File: src/ame_pkg.sv
// ----------------------------------------------------------------------------
// Accumulator machine package
// Opcodes, register selects, sequencer states and the control and status
// bundles passed between the execute block and its multiply/divide unit.
// ----------------------------------------------------------------------------
package ame_pkg;

  // Instruction opcodes; codes 11 to 15 are no-ops.
  typedef enum logic [3:0] {
    OP_MOV = 4'd0,
    OP_ADD = 4'd1,
    OP_SUB = 4'd2,
    OP_MUL = 4'd3,
    OP_DIV = 4'd4,
    OP_MOD = 4'd5,
    OP_JMP = 4'd6,
    OP_JEQ = 4'd7,
    OP_JLT = 4'd8,
    OP_JGT = 4'd9,
    OP_PRT = 4'd10
  } op_t;

  // Register file selects.
  typedef enum logic [1:0] {
    REG_ACC = 2'd0,
    REG_DAT = 2'd1,
    REG_EXT = 2'd2,
    REG_PC  = 2'd3
  } reg_sel_t;

  // Execute sequencer states.
  typedef enum logic [1:0] {
    ST_IDLE = 2'd0,
    ST_EXEC = 2'd1,
    ST_WAIT = 2'd2,
    ST_FIX  = 2'd3
  } state_t;

  // Command into the multiply/divide unit.
  typedef struct packed {
    logic start;
    logic divide;
  } md_ctl_t;

  // Status back from the multiply/divide unit.
  typedef struct packed {
    logic busy;
    logic done;
  } md_sts_t;

  // Offset reported when no jump is taken.
  localparam logic [31:0] OFFSET_NONE = 32'd1;

endpackage

File: src/ame_muldiv.sv
// ----------------------------------------------------------------------------
// Iterative multiply/divide unit
// Unsigned shift-add multiply and restoring divide, one bit per cycle over
// one shared adder.
// ----------------------------------------------------------------------------
module ame_muldiv
  import ame_pkg::*;
#(
  parameter int DATA_WIDTH = 32
) (
  input  logic                  clk,
  input  logic                  rst,
  input  md_ctl_t               ctl,
  input  logic [DATA_WIDTH-1:0] a,
  input  logic [DATA_WIDTH-1:0] b,
  output md_sts_t               sts,
  output logic [DATA_WIDTH-1:0] res,
  output logic [DATA_WIDTH-1:0] quo
);

  localparam int CW = $clog2(DATA_WIDTH);

  logic                  busy;
  logic                  done;
  logic                  divide;
  logic [CW-1:0]         cnt;
  logic [DATA_WIDTH-1:0] opa;
  logic [DATA_WIDTH-1:0] opb;
  logic [DATA_WIDTH:0]   rem_sh;
  logic [DATA_WIDTH+1:0] add_x;
  logic [DATA_WIDTH+1:0] add_y;
  logic [DATA_WIDTH+1:0] sum;
  logic                  ge;

  // Shared adder: partial-product add for multiply, trial subtract for divide.
  always_comb begin
    rem_sh = {res, opa[DATA_WIDTH-1]};
    if (divide) begin
      add_x = {1'b0, rem_sh};
      add_y = ~{2'b00, opb};
    end else begin
      add_x = {2'b00, res};
      add_y = {2'b00, (opb[0] ? opa : {DATA_WIDTH{1'b0}})};
    end
    sum = add_x + add_y + {{(DATA_WIDTH+1){1'b0}}, divide};
    ge  = ~sum[DATA_WIDTH+1];
  end

  // Control: busy flag, bit counter and completion pulse.
  always_ff @(posedge clk) begin
    if (rst) begin
      busy <= 1'b0;
      done <= 1'b0;
      cnt  <= '0;
    end else begin
      done <= 1'b0;
      if (ctl.start) begin
        busy <= 1'b1;
        cnt  <= CW'(DATA_WIDTH - 1);
      end else if (busy) begin
        cnt <= cnt - 1'b1;
        if (cnt == '0) begin
          busy <= 1'b0;
          done <= 1'b1;
        end
      end
    end
  end

  // Datapath: operand shift registers and running result.
  always_ff @(posedge clk) begin
    if (ctl.start) begin
      divide <= ctl.divide;
      opa    <= a;
      opb    <= b;
      res    <= '0;
    end else if (busy) begin
      if (divide) begin
        res <= ge ? sum[DATA_WIDTH-1:0] : rem_sh[DATA_WIDTH-1:0];
        opa <= {opa[DATA_WIDTH-2:0], ge};
      end else begin
        res <= sum[DATA_WIDTH-1:0];
        opa <= {opa[DATA_WIDTH-2:0], 1'b0};
        opb <= {1'b0, opb[DATA_WIDTH-1:1]};
      end
    end
  end

  assign quo      = opa;
  assign sts.busy = busy;
  assign sts.done = done;

endmodule

File: src/accumulator_machine_execute.sv
// ----------------------------------------------------------------------------
// Accumulator machine execute stage
// Executes one instruction per request on the acc, dat, ext and pc registers.
// ----------------------------------------------------------------------------
// Sequence: mov, add, sub, jumps, prt, no-ops and divides by zero commit in
//   the execute state once the output register is free; mul, div and mod run
//   through start, DATA_WIDTH bit-serial steps, sign fix and commit.
// Requests: a new request is taken only after the previous one has committed.
// Reset: all four registers clear to zero and the output register empties.
module accumulator_machine_execute
  import ame_pkg::*;
#(
  parameter int DATA_WIDTH = 32
) (
  input  logic        clk,
  input  logic        rst,
  input  logic        in_valid,
  output logic        in_stall,
  input  logic [3:0]  opcode,
  input  logic        source_is_register,
  input  logic [1:0]  source_register,
  input  logic [1:0]  target_register,
  input  logic signed [31:0] immediate,
  output logic        out_valid,
  input  logic        out_stall,
  output logic        print_valid,
  output logic signed [31:0] print_value,
  output logic        jump_taken,
  output logic signed [31:0] jump_offset,
  output logic        divide_fault
);

  state_t state;
  state_t state_next;

  // Architectural registers.
  logic [DATA_WIDTH-1:0] acc, acc_next;
  logic [DATA_WIDTH-1:0] dat, dat_next;
  logic [DATA_WIDTH-1:0] ext, ext_next;
  logic [DATA_WIDTH-1:0] pc,  pc_next;

  // Captured request.
  op_t                 op_q;
  logic                src_is_reg_q;
  reg_sel_t            src_sel_q;
  reg_sel_t            tgt_sel_q;
  logic signed [31:0]  imm_q;
  logic                neg_a_q;
  logic                neg_b_q;

  logic                  in_accept;
  logic                  slot_free;
  logic [DATA_WIDTH-1:0] imm_ext;
  logic [DATA_WIDTH-1:0] reg_rd;
  logic [DATA_WIDTH-1:0] src;
  logic                  is_muldiv;
  logic                  is_divmod;
  logic                  div_zero;
  logic                  a_neg;
  logic                  b_neg;
  logic                  jt;
  logic                  alu_sub;
  logic [DATA_WIDTH-1:0] alu_sum;
  logic [DATA_WIDTH-1:0] pc_base;
  logic [DATA_WIDTH-1:0] pc_sum;
  logic [DATA_WIDTH-1:0] mag_a;
  logic [DATA_WIDTH-1:0] mag_b;
  logic                  fix_neg;
  logic [DATA_WIDTH-1:0] fix_raw;
  logic [DATA_WIDTH-1:0] fix_val;
  logic                  commit_exec;
  logic                  commit_fix;
  md_ctl_t               md_ctl;
  md_sts_t               md_sts;
  logic [DATA_WIDTH-1:0] md_res;
  logic [DATA_WIDTH-1:0] md_quo;

  assign in_stall  = (state != ST_IDLE);
  assign in_accept = in_valid && !in_stall;
  assign slot_free = !out_valid || !out_stall;

  // Operand selection from the register file or the immediate.
  assign imm_ext = DATA_WIDTH'(imm_q);

  always_comb begin
    case (src_sel_q)
      REG_ACC: reg_rd = acc;
      REG_DAT: reg_rd = dat;
      REG_EXT: reg_rd = ext;
      REG_PC:  reg_rd = pc;
      default: reg_rd = pc;
    endcase
  end

  assign src   = src_is_reg_q ? reg_rd : imm_ext;
  assign a_neg = acc[DATA_WIDTH-1];
  assign b_neg = src[DATA_WIDTH-1];

  // Decode and branch condition.
  always_comb begin
    is_muldiv = op_q inside {OP_MUL, OP_DIV, OP_MOD};
    is_divmod = op_q inside {OP_DIV, OP_MOD};
    div_zero  = is_divmod && (src == '0);
    case (op_q)
      OP_JMP:  jt = 1'b1;
      OP_JEQ:  jt = (acc == '0);
      OP_JLT:  jt = a_neg;
      OP_JGT:  jt = !a_neg && (acc != '0);
      default: jt = 1'b0;
    endcase
  end

  // Combinational arithmetic: add/sub, pc update and divide operand magnitudes.
  always_comb begin
    alu_sub = (op_q == OP_SUB);
    alu_sum = acc + (alu_sub ? ~src : src) + {{(DATA_WIDTH-1){1'b0}}, alu_sub};
    pc_base = (op_q == OP_MOV && tgt_sel_q == REG_PC) ? src : pc;
    pc_sum  = pc_base + (jt ? imm_ext : {{(DATA_WIDTH-1){1'b0}}, 1'b1});
    mag_a   = (is_divmod && a_neg) ? (~acc + 1'b1) : acc;
    mag_b   = (is_divmod && b_neg) ? (~src + 1'b1) : src;
  end

  // Sign correction of the multiply/divide result.
  always_comb begin
    case (op_q)
      OP_DIV: begin
        fix_neg = neg_a_q ^ neg_b_q;
        fix_raw = md_quo;
      end
      OP_MOD: begin
        fix_neg = neg_a_q;
        fix_raw = md_res;
      end
      default: begin
        fix_neg = 1'b0;
        fix_raw = md_res;
      end
    endcase
    fix_val = fix_neg ? (~fix_raw + 1'b1) : fix_raw;
  end

  // Sequencer next state.
  always_comb begin
    state_next = state;
    case (state)
      ST_IDLE: begin
        if (in_accept) state_next = ST_EXEC;
      end
      ST_EXEC: begin
        if (is_muldiv && !div_zero) state_next = ST_WAIT;
        else if (slot_free)         state_next = ST_IDLE;
      end
      ST_WAIT: begin
        if (md_sts.done) state_next = ST_FIX;
      end
      ST_FIX: begin
        if (slot_free) state_next = ST_IDLE;
      end
      default: state_next = ST_IDLE;
    endcase
  end

  // Sequencer outputs: unit start and commit strobes.
  always_comb begin
    md_ctl.start  = 1'b0;
    md_ctl.divide = is_divmod;
    commit_exec   = 1'b0;
    commit_fix    = 1'b0;
    case (state)
      ST_EXEC: begin
        if (is_muldiv && !div_zero) md_ctl.start = 1'b1;
        else                        commit_exec  = slot_free;
      end
      ST_FIX:  commit_fix = slot_free;
      default: ;
    endcase
  end

  // Register file next values.
  always_comb begin
    acc_next = acc;
    dat_next = dat;
    ext_next = ext;
    pc_next  = pc;
    if (commit_exec) begin
      case (op_q)
        OP_MOV: begin
          case (tgt_sel_q)
            REG_ACC: acc_next = src;
            REG_DAT: dat_next = src;
            REG_EXT: ext_next = src;
            default: ;
          endcase
        end
        OP_ADD, OP_SUB: acc_next = alu_sum;
        default: ;
      endcase
      pc_next = pc_sum;
    end else if (commit_fix) begin
      acc_next = fix_val;
      pc_next  = pc_sum;
    end
  end

  // State and architectural registers.
  always_ff @(posedge clk) begin
    if (rst) begin
      state <= ST_IDLE;
      acc   <= '0;
      dat   <= '0;
      ext   <= '0;
      pc    <= '0;
    end else begin
      state <= state_next;
      acc   <= acc_next;
      dat   <= dat_next;
      ext   <= ext_next;
      pc    <= pc_next;
    end
  end

  // Request capture and divide operand signs.
  always_ff @(posedge clk) begin
    if (in_accept) begin
      op_q         <= op_t'(opcode);
      src_is_reg_q <= source_is_register;
      src_sel_q    <= reg_sel_t'(source_register);
      tgt_sel_q    <= reg_sel_t'(target_register);
      imm_q        <= immediate;
    end
    if (md_ctl.start) begin
      neg_a_q <= a_neg;
      neg_b_q <= b_neg;
    end
  end

  // Output register valid.
  always_ff @(posedge clk) begin
    if (rst) begin
      out_valid <= 1'b0;
    end else if (commit_exec || commit_fix) begin
      out_valid <= 1'b1;
    end else if (!out_stall) begin
      out_valid <= 1'b0;
    end
  end

  // Output register payload.
  always_ff @(posedge clk) begin
    if (commit_exec || commit_fix) begin
      print_valid  <= (op_q == OP_PRT);
      print_value  <= (op_q == OP_PRT) ? 32'(src) : '0;
      jump_taken   <= jt;
      jump_offset  <= jt ? imm_q : OFFSET_NONE;
      divide_fault <= div_zero;
    end
  end

  // Shared multiply/divide unit.
  ame_muldiv #(
    .DATA_WIDTH (DATA_WIDTH)
  ) u_muldiv (
    .clk (clk),
    .rst (rst),
    .ctl (md_ctl),
    .a   (mag_a),
    .b   (mag_b),
    .sts (md_sts),
    .res (md_res),
    .quo (md_quo)
  );

endmodule

File: config.mk
export PLATFORM = sky130hd
export DESIGN_NAME = accumulator_machine_execute
export DESIGN_NICKNAME = d
export VERILOG_FILES = /design/src/ame_pkg.sv /design/src/ame_muldiv.sv /design/src/accumulator_machine_execute.sv
export SDC_FILE = /design/constraint.sdc
export NUM_CORES = 1
export LEC_CHECK = 0
export ABC_AREA = 1
export BUFFER_PORTS_ARGS = -buffer_cell sky130_fd_sc_hd__buf_2
export CAP_MARGIN = 15
export CELL_PAD_IN_SITES_DETAIL_PLACEMENT = 0
export CELL_PAD_IN_SITES_GLOBAL_PLACEMENT = 2
export CORE_UTILIZATION = 36
export DETAILED_ROUTE_END_ITERATION = 10
export PLACE_DENSITY_LB_ADDON = 0.1
export SLEW_MARGIN = 20
export SYNTH_ARGS = -nofsm -noshare
export SYNTH_HDL_FRONTEND = slang
export SYNTH_SLANG_ARGS = --single-unit
export TNS_END_PERCENT = 1
File: constraint.sdc
create_clock -name clk -period 4.9 [get_ports clk]
set_input_delay 0.245 -clock clk [delete_from_list [all_inputs] [get_ports clk]]
set_output_delay 0.245 -clock clk [all_outputs]
set_load 0.1 [all_outputs]
==> key figures <==
Synthesis
  – Syn_nets: 3,641
  – Synth cell types: 57
  – Syn. warnings: 0
  – #FFs+latches synth: 345
  – Most frequent cells after synthesis: nand2_1, o21ai_0, inv_1, nor2_1, a21oi_1
  – Post-synth EDFFs: 175
  – Synth top area share: 0.2163
  – Leading area contributor after synthesis: edfxtp_1
  – Post-Syn Area: 24,290 µm²
  – Post-synth ARST share: 0
  – Register area share after synthesis: 0.3565
  – Syn Inst Count: 3,495
  – Syn avg cell area: 6.950 µm²
  – Count leader, synth: nand2_1
  – Top post-synthesis cells by area: edfxtp_1, dfxtp_1, nand2_1, o21ai_0, inv_1
  – Ys flop type: edfxtp_1

Setup path
  – CP max-delay cell: edfxtp_1
  – Delay-heaviest family, CP: simple AND/OR/NAND/NOR gates
  – Setup crit start kind: flop
  – CP Class: reg2reg
  – CP arrival: 4.96 ns
  – Buffers & Inverters on Critical Path: 7
  – Crit-path max cell delay: 0.40 ns
  – Critical-path maximum fanout: 63
  – CP endpoint kind: flop
  – Req. time, crit path: 5.38 ns

Power
  – Lkg Pwr: 12.51 nW
  – Peak supply drop: 0.3033 mV
  – Pwr Density: 404.0 nW/µm²
  – Total chip power: 11.44 mW

STA
  – Final hold violations: 0
  – Final setup TNS: 0 ns
  – Fmax: 223.3 MHz
  – Slew headroom: 0.3626
  – Max Clock Skew: 0.03828 ns
  – Post-route minimum period: 4.478 ns
  – Final period util: 0.9139
  – RSZ-0062 raised after global routing: no
  – Max Transition Viols Final: 0
  – Setup violators final: 0
  – Least-Margin Pin Slew: 0.9510 ns

Floorplanning
  – Die W: 261.8 µm
  – Initial core utilization: 0.3668
  – CORE AREA: 66,220 µm²
  – Die Ht: 261.8 µm
  – Site Rows: 94
  – IO Count: 114
  – Die area: 68,510 µm²

Place
  – Placed Area: 26,260 µm²
  – Hpwl dp: 75.65 mm
  – RD Place Congestion: 1.043
  – I/O Buffers: 113

Layout
  – Layout Utilization: 0.4277
  – Seq. cell area: 8660 µm²
  – Filler cell count in the final layout: 7,031
  – ANT cells: 0
  – Share of cells above drive strength 1: 0.1021
  – Area grow syn2layout: 16.59%
  – Multi-input gate area: 13,540 µm²
  – # nets final: 3,801
  – Final Cell Area: 28,320 µm²

Drt
  – DR vias/cell: 5.352
  – Detailed Routing Iterations Pass 1: 8
  – Post-route DRC: 0
  – Initial drt markers: 1,940
  – Drt wl/cell: 21.47 µm
  – DR vias: 24,380
  – Routed wire length: 97.81 mm
  – Antenna-violating nets left: 0

Run status
  – Status: finished clean

Clock network
  – CTS Buf Count: 45
  – Worst-Skew Late Latency: 0.61 ns
  – Root Buffer: clkbuf_16
  – CTS tree: done
  – Clk sinks: 345
  – Clock H-tree levels: 2
  – Clock slew at reported path FFs: 0.06 ns
  – Clk buf depth: 3

GRT
  – First-pass GRT wire length: 144.9 mm
  – Gr ovfl total: 0
  – Initial antenna violation count: 1
  – GR Util All Layers: 0.2813
  – Vias in the first global route: 23,290
  – Largest net degree at the start of global routing: 68

Min path
  – Hold WC Path Type: in2reg

Flow run
  – Max-Cap Viols: 0
-- area by class of cell --
| class | count | area share |
|---|---|---|
| inverters | 399 | 0.05293 |
| repair buffers | 258 | 0.06734 |
| flip-flops and latches | 345 | 0.3058 |
| clock buffers | 54 | 0.04387 |
| well taps | 864 | 0.03817 |
| multi-input cells | 2606 | 0.4780 |
| clock inverters | 30 | 0.01392 |
-- placed cells by master (no fill, tap or decap), drive strengths merged, types with 6 or more instances in the layout --
| cell type | instances |
|---|---|
| o211ai | 12 |
| a31oi | 31 |
| a22oi | 7 |
| o21a | 7 |
| nand4 | 33 |
| a21oi | 283 |
| nand3b | 8 |
| ha | 97 |
| o31ai | 6 |
| dfxtp | 170 |
| a2bb2oi | 11 |
| a21o | 10 |
| nor3 | 40 |
| inv | 397 |
| nand2 | 835 |
| clkbuf | 54 |
| or2 | 13 |
| nor2 | 366 |
| xor2 | 101 |
| o21ai | 432 |
| nand3 | 223 |
| edfxtp | 175 |
| buf | 217 |
| clkinv | 17 |
| clkinvlp | 7 |
| xnor2 | 45 |
| dlygate4sd3 | 41 |
| o21bai | 6 |
| bufinv | 8 |
| nor4 | 9 |
-- final timing paths --
kind | start | end | slack (ns) | cells after the start
worst max register to register | u_muldiv.divide$_DFFE_PP_ | u_muldiv.res[12]$_SDFFE_PP0P_ | 0.42 | 25
worst max-delay path | u_muldiv.divide$_DFFE_PP_ | u_muldiv.res[12]$_SDFFE_PP0P_ | 0.42 | 25
worst min-delay path | out_stall | out_valid$_SDFFE_PP0P_ | 0.09 | 3
worst min register to register | dat[21]$_SDFFE_PP0P_ | dat[21]$_SDFFE_PP0P_ | 0.44 | 2
-- stage by stage --
step,setup slack [ns],hold WS (ns),cells
after floorplan,0.4921,0.3439,3495
after global placement,0.06503,0.4215,4431
after detailed placement,0.1495,0.4231,4431
after CTS,0.1080,0.04642,4556
after global routing,0.03223,0.09029,4556
final,0.4217,0.09459,4556
-- sequential cells by signal, summed over array words and instances, names as in the netlist, 2 cells and up --
register      cells
op_q              4
pc               32
u_muldiv.quo     32
imm_ext          32
u_muldiv.res     32
state             2
ext              32
u_muldiv.cnt      5
tgt_sel_q         2
jump_offset      32
print_value      32
u_muldiv.opb     32
dat              32
acc              32
src_sel_q         2
-- what timing repair did --
item | 4_1_cts | 5_1_grt
endpoints found under the setup margin | 0 | 23
hold endpoints to repair | 41 | 0
hold buffers | 41 | 0
gates resized for setup | 0 | 6
setup buffers | 0 | 0
-- power by group --
group,leakage [nW],switching [mW],internal [mW]
combinational,8.69,2.97,1.25
clock,0.780,1.43,2.24
sequential,3.04,0.208,3.34
total,12.5,4.61,6.83
-- worst reg2reg max path, delay by kind of cell (launching register included) --
| family | cells | cell delay, ns |
|---|---|---|
| compound gates | 7 | 1.16 |
| buf+inv | 7 | 0.99 |
| flops | 1 | 0.40 |
| simple gates | 9 | 1.21 |
| fa+ha+maj | 2 | 0.60 |
-- per-layer routing --
layer	vias to the layer above	global-route usage	wire length [µm]
li1	11950	-	-
met1	11600	0.3824	44760
met2	711	0.4746	45950
met3	121	0.02662	4625
met4	0	0.07607	2486
met5	-	0	0
-- cell families (layout without fill, tap and decap cells) --
logic type / count (synthesis) / count (layout) / synth area share
AND/OR/NAND/NOR: 1529 / 1529 / 0.2603
AO/OA/AOI/OAI: 829 / 829 / 0.1884
buffers and inverters: 544 / 741 / 0.08850
flip-flops: 345 / 345 / 0.3565
XOR/XNOR: 146 / 146 / 0.05265
adder cells (fa/ha/maj): 101 / 101 / 0.05326
multiplexers: 1 / 1 / 0.0004121
Note: power is estimated with default switching activity, not from simulation.
